### src/lattice_predator_prey_event_unit_macros.svh
// Assertion macros for the lattice predator-prey event unit.
// Used by the top level; expects clk and arst_n in scope.
`ifndef LATTICE_PREDATOR_PREY_EVENT_UNIT_MACROS_SVH
`define LATTICE_PREDATOR_PREY_EVENT_UNIT_MACROS_SVH

// cond must hold at every edge out of reset
`define LPPE_ASSERT_ALWAYS(label, cond, msg) \
	label: assert property (@(posedge clk) disable iff (!arst_n) (cond)) else $error(msg);

// cons must hold at the same edge as ante
`define LPPE_ASSERT_IMPLY(label, ante, cons, msg) \
	label: assert property (@(posedge clk) disable iff (!arst_n) (ante) |-> (cons)) else $error(msg);

`endif

### src/lppe_pkg.sv
// Shared types and constants of the lattice predator-prey event unit.
// No dependencies.
`timescale 1ns / 1ps

package lppe_pkg;

	// widest lattice coordinate over the supported lattice sizes (up to 1024)
	localparam int CoordW = 10;

	localparam logic [3:0] OC_PLACED        = 4'd0;
	localparam logic [3:0] OC_PLACE_FULL    = 4'd1;
	localparam logic [3:0] OC_PRED_MOVED    = 4'd2;
	localparam logic [3:0] OC_PRED_BLOCKED  = 4'd3;
	localparam logic [3:0] OC_ATE           = 4'd4;
	localparam logic [3:0] OC_NO_PREY       = 4'd5;
	localparam logic [3:0] OC_DIED          = 4'd6;
	localparam logic [3:0] OC_PREY_MOVED    = 4'd7;
	localparam logic [3:0] OC_PREY_BLOCKED  = 4'd8;
	localparam logic [3:0] OC_BORN          = 4'd9;
	localparam logic [3:0] OC_BIRTH_BLOCKED = 4'd10;
	localparam logic [3:0] OC_EMPTY         = 4'd11;

	localparam logic CMD_PLACE = 1'b0;
	localparam logic CMD_EVENT = 1'b1;

	localparam logic SPC_PREDATOR = 1'b0;
	localparam logic SPC_PREY     = 1'b1;

	localparam logic [1:0] REG_PRED_MOVE = 2'd0;
	localparam logic [1:0] REG_PRED_EAT  = 2'd1;
	localparam logic [1:0] REG_PREY_MOVE = 2'd2;
	localparam logic [1:0] REG_CAPACITY  = 2'd3;

	typedef struct packed {
		logic        command;
		logic        species;
		logic [7:0]  row;
		logic [7:0]  column;
		logic [18:0] particle_rank;
		logic [15:0] action_roll;
		logic [15:0] neighbor_roll;
	} lppe_in_t;

	typedef struct packed {
		logic [3:0]  outcome;
		logic [7:0]  target_row;
		logic [7:0]  target_column;
		logic [18:0] predator_population;
		logic [18:0] prey_population;
	} lppe_out_t;

	// command after coordinate reduction, as queued for the back end
	typedef struct packed {
		logic              command;
		logic              species;
		logic [CoordW-1:0] x;
		logic [CoordW-1:0] y;
		logic [18:0]       rank;
		logic [15:0]       act;
		logic [15:0]       nroll;
	} lppe_cmd_t;

	typedef struct packed {
		logic [15:0] pred_move_threshold;
		logic [15:0] pred_eat_threshold;
		logic [15:0] prey_move_threshold;
		logic [2:0]  max_occupancy;
	} lppe_cfg_t;

endpackage

### src/lppe_queue.sv
// Two-entry queue between the front end and the back end.
// Depends on lppe_pkg.
`timescale 1ns / 1ps

module lppe_queue import lppe_pkg::*; (
	input  logic      clk,
	input  logic      arst_n,
	input  logic      push,
	input  lppe_cmd_t push_data,
	input  logic      pop,
	output lppe_cmd_t pop_data,
	output logic      full,
	output logic      empty
);

	lppe_cmd_t  ent_q [2];
	logic       wp_q, rp_q;
	logic [1:0] cnt_q;

	assign full = cnt_q[1];
	assign empty = (cnt_q == 2'd0);
	assign pop_data = ent_q[rp_q];

	always_ff @(posedge clk or negedge arst_n) begin
		if (!arst_n) begin
			wp_q  <= 1'b0;
			rp_q  <= 1'b0;
			cnt_q <= 2'd0;
		end else begin
			if (push) begin
				wp_q <= !wp_q;
			end
			if (pop) begin
				rp_q <= !rp_q;
			end
			if (push && !pop) begin
				cnt_q <= cnt_q + 2'd1;
			end else if (pop && !push) begin
				cnt_q <= cnt_q - 2'd1;
			end
		end
	end

	always_ff @(posedge clk) begin
		if (push) begin
			ent_q[wp_q] <= push_data;
		end
	end

endmodule

### config.mk
export PLATFORM = sky130hd
export DESIGN_NAME = lppe_queue
export DESIGN_NICKNAME = d
export VERILOG_FILES = /design/src/lattice_predator_prey_event_unit_macros.svh /design/src/lppe_pkg.sv /design/src/lppe_queue.sv
export SDC_FILE = /design/constraint.sdc
export NUM_CORES = 1
export LEC_CHECK = 0
export ABC_AREA = 1
export BUFFER_PORTS_ARGS = -buffer_cell sky130_fd_sc_hd__buf_2
export CORE_ASPECT_RATIO = 0.9
export CORE_MARGIN = 1
export CORE_UTILIZATION = 56
export CTS_BUF_LIST = sky130_fd_sc_hd__clkbuf_16
export DETAILED_ROUTE_END_ITERATION = 12
export PLACE_DENSITY_LB_ADDON = 0.05
export SETUP_SLACK_MARGIN = 0.2
export SLEW_MARGIN = 0
export SYNTH_ARGS = -nofsm -noshare
export SYNTH_HDL_FRONTEND = slang
export SYNTH_SLANG_ARGS = --single-unit
### constraint.sdc
create_clock -name clk -period 6.1 [get_ports clk]
set_input_delay 0.915 -clock clk [delete_from_list [all_inputs] [get_ports clk]]
set_output_delay 0.915 -clock clk [all_outputs]
set_load 0.02 [all_outputs]
; ---- After elaboration in Yosys (flattened, before gate mapping)
; Memories as Yosys holds them, arrays and structs flattened.
; Cells that the tools add are included.
[totals]
ff_bits = 4
ram_bits = 146
in_bits = 77
output_inout_bits = 75
elab_cells = 18
n_memories = 1
[classes]
add_sub_neg = 2
muxes = 4
n_reduce_logical = 8
[memory_table]
columns = memory, depth, word_bits, read_ports, rd_ports_with_merged_regs, write_ports, line_no
row1 = ent_q, 2, 73, 1, 0, 1, lppe_queue.sv:16  ; lppe_cmd_t ent_q [2];
[ops]
columns = op, count
row1 = $logic_not 1->1, 4
row2 = $mux 2, 2
row3 = $add 2x1->2 const B, 1
row4 = $logic_and 1x1->1, 2
row5 = $logic_not 2->1, 1
row6 = $mux 1, 2
row7 = $reduce_bool 2->1, 1
row8 = $sub 2x1->2 const B, 1

; ---- Depth between registers and ports, before layout
[depth]
ltp_word = 4
ltp_mapped = 7
mapped_depth_nobuf = 7

; ---- Least setup slack after synthesis
; OpenSTA, ideal clock, no wires.
[synth_timing]
kind = input -> register
start = input port push
end = memory ent_q[0][0] (netlist bit) (enable)
setup_ps = 506
arrival_time_ps = 4015
required_time_ps = 5594
path_slack_ps = 1579
stages = 2
path_buffers = 0
path_cell_list = inv_1 -> nor2_1
[synth_between]
elab_chain_len = 2
[synth_lines]
columns = element, line_no
row1 = start: declaration, lppe_queue.sv:8  ; input logic push,
row2 = $mux 1, lppe_queue.sv:45  ; if (push) begin
row3 = $mux 1 (implied by the code), lppe_queue.sv:46  ; ent_q[wp_q] <= push_data;
row4 = end: declaration, lppe_queue.sv:16
; Every way passes these cells.

==> metrics.md <==
| Metric | Value |
|---|---|
| Worst min path class | primary input to async pin |
| ANT cells | 0 |
| Setup Skew | between 4 and 5 ps |
| Crit Path Category | flip-flop to primary output |
| FF+latch count, synth | 150 |
| Area grow syn2layout | 26.2% |
| Pwr dens | about 510 nW/um^2 |
| Yosys cell types | 14 |
| CP Launch Type | flip-flop |
| Resized cells post-CTS | 0 |
| Final HPWL DP | 5910 microns |
| Routed Antenna Nets | 0 |
| CP endpoint kind | primary output |
| Finished Layout Cells | 553 |
| Post-CTS Setup Bufs | 0 |
| Root buf cell | clkbuf_16 |
| Worst-margin pin slew | 1040 ps |
| Multi-input combinational cell area | roughly 1100 sq um |
| Clock Sink Count | 150 |
| Syn Inst Count | 251 |
| Leakage power | just under 0.003 uW |
| FILL cells | ~630 |
| Largest net degree at the start of global routing | 39 |
| Total CTS buffers | 17 |
| Pre-antenna DRT Iters | 5 |
| Layout Nets | just under 500 |
| Global-route wire length before repair | 13700 microns |
| Final setup fails | 0 |
| RD Place Congestion | 0.664 |
| RSZ-0062 raised after global routing | no |
| Clk_lat worst skew | around 400 ps |
| Initial DRC count | 97 |
| Die width | 109 microns |
| Die ar. | 10600 sq um |
| Final Hold Vio Count | 0 |
| DRC | 0 |
| Commonest non-fill, non-tap cell in the layout | buf_2 |
| Vias in the first global route | 2827 |
| PortBufs | 151 |
| Share of post-route cells with drive strength above 1 | 60.7% |
| Synth Warn # | 0 |
| Via density per instance | about 5 |
| Num rows | 34 |
| WL/cell | 16.5 microns |
| Mapped cell area | 5720 sq um |
| Final setup TNS | 0 ps |
| Peak VDD IR | a little under 0.0004 V |
| Max frequency | 291 MHz |
| Area leader, netlist | edfxtp_1 |
| Clock Tree Buf Depth | 2 |
| Tcrit/Tclk final | 56.3% |
| Clock-pin slew on the worst setup and hold paths | ~60 ps |
| Hold Buf Count CTS | 0 |
| Status | finished clean |
| Placed Area | ~6600 sq um |
| Slew Limit Fails | 0 |
| Initial antenna violation count | 1 |
| Initial core utilization | 58.4% |
| Final WL | 9110 microns |
| H-tree depth | 4 |
| Design area | 7210 sq um |
| Mapped Nets | about 330 |
| Fin util | 73.7% |
| Height of the die | around 100 microns |
| Most frequent cells in the layout | buf_2 (151), edfxtp_1 (146), mux2_4 (60), clkbuf_16 (17), mux2_2 (13) |
| Crit-path max FO | 38 |
| Top-area cell type share of the netlist area | 76.7% |
| Max transition margin | 30.8% |
| Via Count | 2793 |
| Sequential fraction of the synthesis area | a little under 80% |
| Ports | between 150 and 200 |
| FF+latch area | 4490 sq um |
| GR Overflow Total | 0 |
| Syn_area_per_cell | 22.8 sq um |
| Dpl cells | 523 |
| Total GRT Usage | about 18% |
| Tmin final | 3430 ps |
| CTS tree | done |
| MaxCap Viol Count | 0 |
| Core ar. | just under 10000 sq um |
| Cells on worst reg2reg path | 2 |
| Worst Path Required | 5180 ps |
| Critical path arrival | 2520 ps |
| Top post-synthesis cells by area | edfxtp_1 (77%), mux2_4 (16%), mux2_2 (2.6%) |
[area by class of cell]
type | instances | share of cell area [%]
Clock buffer | 17 | 5.90
Clock inverter | 13 | 2.86
Inverter | 7 | 0.382
Multi-Input combinational cell | 86 | 15.7
Sequential cell | 150 | 62.2
Tap cell | 126 | 2.19
Timing Repair Buffer | 154 | 10.8
[per-stage QoR]
stage | power [uW] | hold slack, ps | setup WS [ps]
finish | 3680 | 312 | 2670
global route | 3830 | 299 | 2550
CTS | 3720 | 296 | 2630
detailed placement | 2620 | 517 | 3060
global placement | 2600 | 506 | 3060
floorplan | 2350 | 463 | 1580
[sequential cells by signal (all words and copies together), names as in the netlist]
register / flops
rp_q: 1
ent_q: 146
wp_q: 1
cnt_q: 2
[path summary, 6_finish.rpt]
kind / startpoint / end / slack (ps)
max: rp_q / pop_data[65] / 2670
min: arst_n / rp_q / 310
max reg2reg: wp_q / ent_q[0][51] / 3900
min reg2reg: cnt_q[0] / cnt_q[0] / 530
max in group asynchronous: arst_n / rp_q / 5650
min in group clk: cnt_q[0] / cnt_q[0] / 530
[routing by layer]
| metal | vias up | track usage (%) | routed length (microns) |
|---|---|---|---|
| met4 | 2 | 7.17 | 177 |
| li1 | 1317 | - | - |
| met2 | 108 | 30.0 | 4590 |
| met5 | - | 0 | 12 |
| met1 | 1348 | 20.4 | 3600 |
| met3 | 18 | 7.01 | 720 |
[worst max-delay path: stages, from the launching register on]
cell and delay, ps:
dfrtp_4 870, buf_4 660, mux2_2 410, buf_2 160
[synthesized netlist by cell type]
cell	number
dfrtp_1	4
buf_2	1
nand4_1	1
nand2_1	5
xor2_1	2
nand3_1	1
ha_1	1
mux2_2	13
xnor2_1	1
buf_6	7
edfxtp_1	146
mux2_4	60
inv_1	7
nor2_1	2
[power breakdown]
part           internal, uW  switching, uW  leakage, uW
clock                   721            380     0.000310
combinational           501            588      0.00123
sequential             1370            119      0.00142
total                  2590           1090      0.00295
[kinds of logic after synthesis]
kind of cell | count (synthesis) | share of synthesized area (%)
flip-flops | 150 | 78.4
multiplexers | 73 | 18.3
buffers and inverters | 15 | 1.93
AND/OR/NAND/NOR | 9 | 0.657
XOR/XNOR | 3 | 0.460
adder cells (fa/ha/maj) | 1 | 0.219
(Power assumes the default switching activity.)
