===== src/lattice_predator_prey_event_unit_macros.svh =====
// Assertion macros for the lattice predator-prey event unit.
// Used by the top level; expects clk and arst_n in scope.
`ifndef LATTICE_PREDATOR_PREY_EVENT_UNIT_MACROS_SVH
`define LATTICE_PREDATOR_PREY_EVENT_UNIT_MACROS_SVH

// cond must hold at every edge out of reset
`define LPPE_ASSERT_ALWAYS(label, cond, msg) \
	label: assert property (@(posedge clk) disable iff (!arst_n) (cond)) else $error(msg);

// cons must hold at the same edge as ante
`define LPPE_ASSERT_IMPLY(label, ante, cons, msg) \
	label: assert property (@(posedge clk) disable iff (!arst_n) (ante) |-> (cons)) else $error(msg);

`endif


===== src/lppe_pkg.sv =====
// Shared types and constants of the lattice predator-prey event unit.
// No dependencies.
`timescale 1ns / 1ps

package lppe_pkg;

	// widest lattice coordinate over the supported lattice sizes (up to 1024)
	localparam int CoordW = 10;

	localparam logic [3:0] OC_PLACED        = 4'd0;
	localparam logic [3:0] OC_PLACE_FULL    = 4'd1;
	localparam logic [3:0] OC_PRED_MOVED    = 4'd2;
	localparam logic [3:0] OC_PRED_BLOCKED  = 4'd3;
	localparam logic [3:0] OC_ATE           = 4'd4;
	localparam logic [3:0] OC_NO_PREY       = 4'd5;
	localparam logic [3:0] OC_DIED          = 4'd6;
	localparam logic [3:0] OC_PREY_MOVED    = 4'd7;
	localparam logic [3:0] OC_PREY_BLOCKED  = 4'd8;
	localparam logic [3:0] OC_BORN          = 4'd9;
	localparam logic [3:0] OC_BIRTH_BLOCKED = 4'd10;
	localparam logic [3:0] OC_EMPTY         = 4'd11;

	localparam logic CMD_PLACE = 1'b0;
	localparam logic CMD_EVENT = 1'b1;

	localparam logic SPC_PREDATOR = 1'b0;
	localparam logic SPC_PREY     = 1'b1;

	localparam logic [1:0] REG_PRED_MOVE = 2'd0;
	localparam logic [1:0] REG_PRED_EAT  = 2'd1;
	localparam logic [1:0] REG_PREY_MOVE = 2'd2;
	localparam logic [1:0] REG_CAPACITY  = 2'd3;

	typedef struct packed {
		logic        command;
		logic        species;
		logic [7:0]  row;
		logic [7:0]  column;
		logic [18:0] particle_rank;
		logic [15:0] action_roll;
		logic [15:0] neighbor_roll;
	} lppe_in_t;

	typedef struct packed {
		logic [3:0]  outcome;
		logic [7:0]  target_row;
		logic [7:0]  target_column;
		logic [18:0] predator_population;
		logic [18:0] prey_population;
	} lppe_out_t;

	// command after coordinate reduction, as queued for the back end
	typedef struct packed {
		logic              command;
		logic              species;
		logic [CoordW-1:0] x;
		logic [CoordW-1:0] y;
		logic [18:0]       rank;
		logic [15:0]       act;
		logic [15:0]       nroll;
	} lppe_cmd_t;

	typedef struct packed {
		logic [15:0] pred_move_threshold;
		logic [15:0] pred_eat_threshold;
		logic [15:0] prey_move_threshold;
		logic [2:0]  max_occupancy;
	} lppe_cfg_t;

endpackage


===== src/lppe_front.sv =====
// Front end: accepts command items and folds coordinates onto the lattice.
// Depends on lppe_pkg.
`timescale 1ns / 1ps

module lppe_front import lppe_pkg::*; #(
	parameter int GRID_SIDE = 256
) (
	input  logic      clk,
	input  logic      arst_n,
	input  logic      cmd_valid,
	output logic      cmd_stall,
	input  lppe_in_t  cmd,
	output logic      push,
	input  logic      q_full,
	output lppe_cmd_t push_data
);

	localparam int RedW = CoordW + 1;
	localparam logic [RedW-1:0] Side = RedW'(GRID_SIDE);

	logic            busy_q;
	logic [RedW-1:0] rx_q, ry_q;
	lppe_cmd_t       hold_q;
	logic            done;

	assign cmd_stall = busy_q;
	assign done = (rx_q < Side) && (ry_q < Side);
	assign push = busy_q && done && !q_full;

	always_comb begin
		push_data = hold_q;
		push_data.x = rx_q[CoordW-1:0];
		push_data.y = ry_q[CoordW-1:0];
	end

	always_ff @(posedge clk or negedge arst_n) begin
		if (!arst_n) begin
			busy_q <= 1'b0;
		end else if (cmd_valid && !busy_q) begin
			busy_q <= 1'b1;
		end else if (push) begin
			busy_q <= 1'b0;
		end
	end

	// one subtract per coordinate per cycle until both coordinates lie on the lattice
	always_ff @(posedge clk) begin
		if (cmd_valid && !busy_q) begin
			hold_q.command <= cmd.command;
			hold_q.species <= cmd.species;
			hold_q.x       <= '0;
			hold_q.y       <= '0;
			hold_q.rank    <= cmd.particle_rank;
			hold_q.act     <= cmd.action_roll;
			hold_q.nroll   <= cmd.neighbor_roll;
			rx_q <= RedW'(cmd.row);
			ry_q <= RedW'(cmd.column);
		end else if (busy_q) begin
			if (rx_q >= Side) begin
				rx_q <= rx_q - Side;
			end
			if (ry_q >= Side) begin
				ry_q <= ry_q - Side;
			end
		end
	end

endmodule


===== config.mk =====
export PLATFORM = sky130hd
export DESIGN_NAME = lppe_front
export DESIGN_NICKNAME = d
export VERILOG_FILES = /design/src/lattice_predator_prey_event_unit_macros.svh /design/src/lppe_pkg.sv /design/src/lppe_front.sv
export SDC_FILE = /design/constraint.sdc
export NUM_CORES = 1
export LEC_CHECK = 0
export ABC_AREA = 0
export ABC_CLOCK_PERIOD_IN_PS = 3200
export CORE_AREA = 2 2 69 71
export DETAILED_ROUTE_END_ITERATION = 16
export DIE_AREA = 0 0 71 73
export DONT_BUFFER_PORTS = 1
export PLACE_DENSITY = 0.75
export SYNTH_ARGS = -nofsm -noshare
export SYNTH_HDL_FRONTEND = slang
export SYNTH_SLANG_ARGS = --single-unit

===== constraint.sdc =====
create_clock -name clk -period 3.2 [get_ports clk]
set_input_delay 0.16 -clock clk [delete_from_list [all_inputs] [get_ports clk]]
set_output_delay 0.16 -clock clk [all_outputs]
set_load 0.02 [all_outputs]

; Yosys cells after proc, flatten, opt, wreduce, memory -nomap -nowiden
; Cells that the tools add are included.
[op_classes]
n_reduce_logical = 14
add_sub_neg = 2
magnitude_cmp = 4
mux = 8
[ops]
columns = operator, count
row1 = 8-bit two-way mux, 6
row2 = "11-bit by 9-bit greater-or-equal comparator with 1-bit output, second input constant", 2
row3 = "11-bit by 9-bit less-than comparator with 1-bit output, second input constant", 2
row4 = "11-bit by 9-bit subtractor with 11-bit output, second input constant", 2
row5 = 2-bit AND reduction, 4
row6 = 2-bit nonzero test, 4
row7 = 1-bit logical AND, 4
row8 = 1-bit logical NOT, 2
row9 = 1-bit two-way mux, 2
[totals]
ff_bits = 76
word_cells = 38

; Longest topological paths before layout
[logic_depth]
ltp_word = 6
ltp_mapped = 5
ltp_nobuf = 5

; Worst setup path before layout
; OpenSTA, ideal clock, no wires.
[synth_path]
kind = register to register
startpoint = reg busy_q (netlist: cmd_stall)
endpoint = reg hold_q (netlist bit push_data[0]) (enable)
setup_slack_ns = 0.690
t_arrival_ns = 2.087
n_path_buf = 0
required_ns = 2.777
stages_incl_launch_ff = 3
setup_time_ns = 0.423
synth_period_minus_slack_ns = 2.510
path_cell_list = dfrtp_1 -> nand2b_1 -> inv_1
[synth_via]
elab_chain_cells = 2
[synth_lines]
columns = item, line
row1 = from (decl), lppe_front.sv:21  ; logic busy_q;
row2 = from (signal assigned), lppe_front.sv:38  ; busy_q <= 1'b0;
row3 = from (signal assigned), lppe_front.sv:40  ; busy_q <= 1'b1;
row4 = from (signal assigned), lppe_front.sv:42  ; busy_q <= 1'b0;
row5 = 1-bit logical NOT, lppe_front.sv:48  ; if (cmd_valid && !busy_q) begin
row6 = 1-bit logical AND, lppe_front.sv:48
row7 = to (decl), lppe_front.sv:23  ; lppe_cmd_t hold_q;
; Every way passes these cells.
; A chain may end at the register's enable or synchronous reset.

; Worst setup path after layout
[layout_path]
startpoint = reg busy_q (netlist: cmd_stall)
endpoint = reg rx_q[1] (enable)
[layout_via]
elab_chain_cells = 4
[layout_lines]
columns = item, line
row1 = 1-bit logical NOT, lppe_front.sv:48
row2 = 1-bit logical AND, lppe_front.sv:48
row3 = 2-bit nonzero test (no line), n/a
row4 = 2-bit AND reduction (no line) (*), n/a
row5 = to (signal assigned), lppe_front.sv:56  ; rx_q <= RedW'(cmd.row);
row6 = to (signal assigned), lppe_front.sv:60  ; rx_q <= rx_q - Side;
row7 = to (decl), lppe_front.sv:22  ; logic [RedW-1:0] rx_q, ry_q;
; Every way passes the cells marked *; elsewhere a longest branch is shown, timed or not.

==> results.py <==
metrics = {
    "global_route": {
        "grt_pass1_wl_um": 7820,
        "grt_util_met2": 0.383,
        "use_met1": 0.204,
        "antenna_found_initial": 0,
        "use_met3": 0.135,
        "grt_overflow_total": 0,
        "track_usage": 0.220,
        "top_usage_layer": "met2",
        "grt_pass1_vias": 1492,
        "grt_max_degree": 37,
    },
    "worst_setup_path": {
        "crit_slowest_cell": "dfrtp_1",
        "cp_cell_sequence": "nand2b_1 > inv_2 > buf_12",
        "slowest_delay_ps": 530,
        "end_kind": "flip-flop",
        "arrival_ps": 1970,
        "cp-start-kind": "flip-flop",
        "crit_fanout": 36,
        "r2r_cells": 3,
        "critPathKind": "flip-flop to flip-flop",
        "worstPathRequired_ps": 3230,
    },
    "route": {
        "post_drt_wl_per_cell_um": 21.2,
        "ant_nets": 0,
        "post_drt_via_cell_ratio": 5.41,
        "drc": 0,
        "routed_wl_um": 5490,
        "drtIter0Drc": 62,
        "firstDrtPassIters": 4,
        "vias": 1402,
    },
    "synth": {
        "synth_edf_count": 69,
        "synth.largest_area_cell": "edfxtp_1",
        "synth_top_area_frac": 0.787,
        "ys.flop_type": "edfxtp_1",
        "postSynthNetCount": 214,
        "async_flop_share": 0.0132,
        "synth.most_common_cell": "edfxtp_1",
        "synth_common_cells": "edfxtp_1 (69), buf_4 (20), nand2_1 (8), dfxtp_1 (6), inv_1 (5)",
        "synthTopCellsByArea": "edfxtp_1 (79%), buf_4 (5.7%), dfxtp_1 (4.6%)",
        "ys_types": 17,
        "synthCells": 137,
        "synth_area_um2": 2630,
        "ys_seq_area_frac": 0.842,
        "ys.warnings.count": 0,
        "avgSynthCellArea_um2": 19.2,
        "ys_ff_latch": 76,
    },
    "clock_tree": {
        "cts_buffer_depth": 2,
        "clock_latency_ps": 330,
        "path_clk_slew_ps": 70,
        "cts_made_buffers": 9,
        "cts.sinks": 76,
        "h-tree-depth": 3,
        "root_buffer": "clkbuf_8",
        "cts_tree": "yes",
    },
    "power": {
        "cellPowerDensity_nw_per_um2": 694,
        "p_leak_nw": 1.20,
        "peakVddDrop_uv": 396,
    },
    "sta": {
        "finClkSkew_ps": 5.96,
        "slew_headroom": 0.540,
        "finalHoldViolCount": 0,
        "setup_tns_ps": 0,
        "setup_viol": 0,
        "finalCritPeriodShare": 0.607,
        "max_freq_ghz": 0.515,
        "tightest_slew_ps": 689,
        "report.final.slew_viol_count": 0,
        "rsz0062_at_grt": "false",
        "finalCriticalPeriod_ps": 1940,
    },
    "final_layout": {
        "drive_above_1_share": 0.0976,
        "num_antenna_cells": 0,
        "fillers": 253,
        "register_area_um2": 2220,
        "area_growth_pct": 31.9,
        "stdcell_area_um2": 3470,
        "multiInputGateArea_um2": 248,
        "finalNetCount": 277,
    },
    "worst_hold_path": {
        "whs_path_depth": 2,
        "hp-class": "input port to flip-flop",
    },
    "die": {
        "std_cell_rows": 25,
        "dieHeight_um": 73,
        "core_region_area_um2": 4540,
        "ios": 148,
        "fp.dieW_um": 71,
        "start_util": 0.581,
        "die_area_um2": 5180,
    },
    "outcome": {
        "status": "finished, final reports clean",
    },
    "place": {
        "numPortBuffers": 0,
        "detailed_place_hpwl_um": 3300,
        "place_congestion": 0.854,
        "placed_area_um2": 2570,
    },
    "flow_run": {
        "drv_cap": 0,
    },
}
## placed cells by master, fill, tap and decap left out
master and instances:
nor2_1 4, or3_4 2, a31oi_1 2, clkbuf_1 1, nand2b_1 3, inv_1 4
dfxtp_1 6, nand3_1 2, ha_1 4, inv_6 1, clkinvlp_4 2, dlygate4sd3_1 71
nor4b_1 2, buf_12 1, o31ai_1 2, nor4b_4 1, inv_2 1, nor4_1 2
clkbuf_8 9, nand2_1 8, bufinv_16 1, edfxtp_1 69, dfrtp_1 1, o21ai_0 4
clkinv_2 2
## final cells by class
| class | instances | share of cell area |
|---|---|---|
| clock inverter | 6 | 0.0184 |
| clock buffer | 10 | 0.0367 |
| tap | 54 | 0.0195 |
| inverter | 5 | 0.00540 |
| multi-input combinational | 36 | 0.0713 |
| timing repair buffer | 72 | 0.210 |
| sequential | 76 | 0.638 |
## worst max-delay path: cells and delay by family, from the launching register on
family | cells | cell delay, ps
and+or+nand+nor | 1 | 270
DFF | 1 | 530
buffers and inverters | 2 | 820
## per-layer routing
metal | up-vias | routed length (um)
met3 | 12 | 609
met4 | 0 | 120
met5 | - | 0
met2 | 106 | 3030
li1 | 617 | -
met1 | 667 | 1730
## report_power, final
group / total (W) / switching [W] / internal, W
Clock: 0.000697 / 0.000337 / 0.000360
Sequential: 0.00140 / 0.000190 / 0.00121
Combinational: 0.000310 / 0.000153 / 0.000157
Total: 0.00241 / 0.000680 / 0.00173
## repair_timing
action	4_1_cts	5_1_grt
hold buffers	71	0
setup buffers	0	0
gates resized for setup	0	0
hold endpoints to repair	71	0
## final timing paths
path / start / end / slack, ps
min in group asynchronous: arst_n / cmd_stall$_DFFE_PN0P_ / 30
hold / removal: cmd_valid / cmd_stall$_DFFE_PN0P_ / 20
hold reg to reg: ry_q[10]$_SDFFE_PP0P_ / ry_q[10]$_SDFFE_PP0P_ / 520
max in group asynchronous: arst_n / cmd_stall$_DFFE_PN0P_ / 3070
setup reg to reg: cmd_stall$_DFFE_PN0P_ / rx_q[1]$_DFFE_PP_ / 1260
setup / recovery: cmd_stall$_DFFE_PN0P_ / rx_q[1]$_DFFE_PP_ / 1260
## sequential cells by signal (all words and copies together), names as in the netlist
| name | cells |
|---|---|
| ry_q | 11 |
| push_data | 53 |
| rx_q | 11 |
| cmd_stall | 1 |
## metrics by stage
| stage | hold WS, ps | util | worst slack [ps] | cells | power (W) |
|---|---|---|---|---|---|
| 6_report | 20.3 | 0.766 | 1260 | 259 | 0.00241 |
| 5_1_grt | 1.24 | 0.766 | 1130 | 259 | 0.00252 |
| 4_1_cts | 1.68 | 0.766 | 1250 | 259 | 0.00242 |
| 3_5_place_dp | -136 | 0.567 | 1260 | 172 | 0.00166 |
| 3_3_place_gp | -136 | 0.567 | 1320 | 172 | 0.00164 |
| 2_1_floorplan | -136 | - | 690 | 137 | 0.00164 |
## cells by family after synthesis
family | count (synthesis) | synth area share
adder cells (fa/ha/maj) | 4 | 0.0190
flip-flops | 76 | 0.842
buffers and inverters | 25 | 0.0641
AO/OA/AOI/OAI | 8 | 0.0181
AND/OR/NAND/NOR | 24 | 0.0570
(Power assumes the default switching activity.)
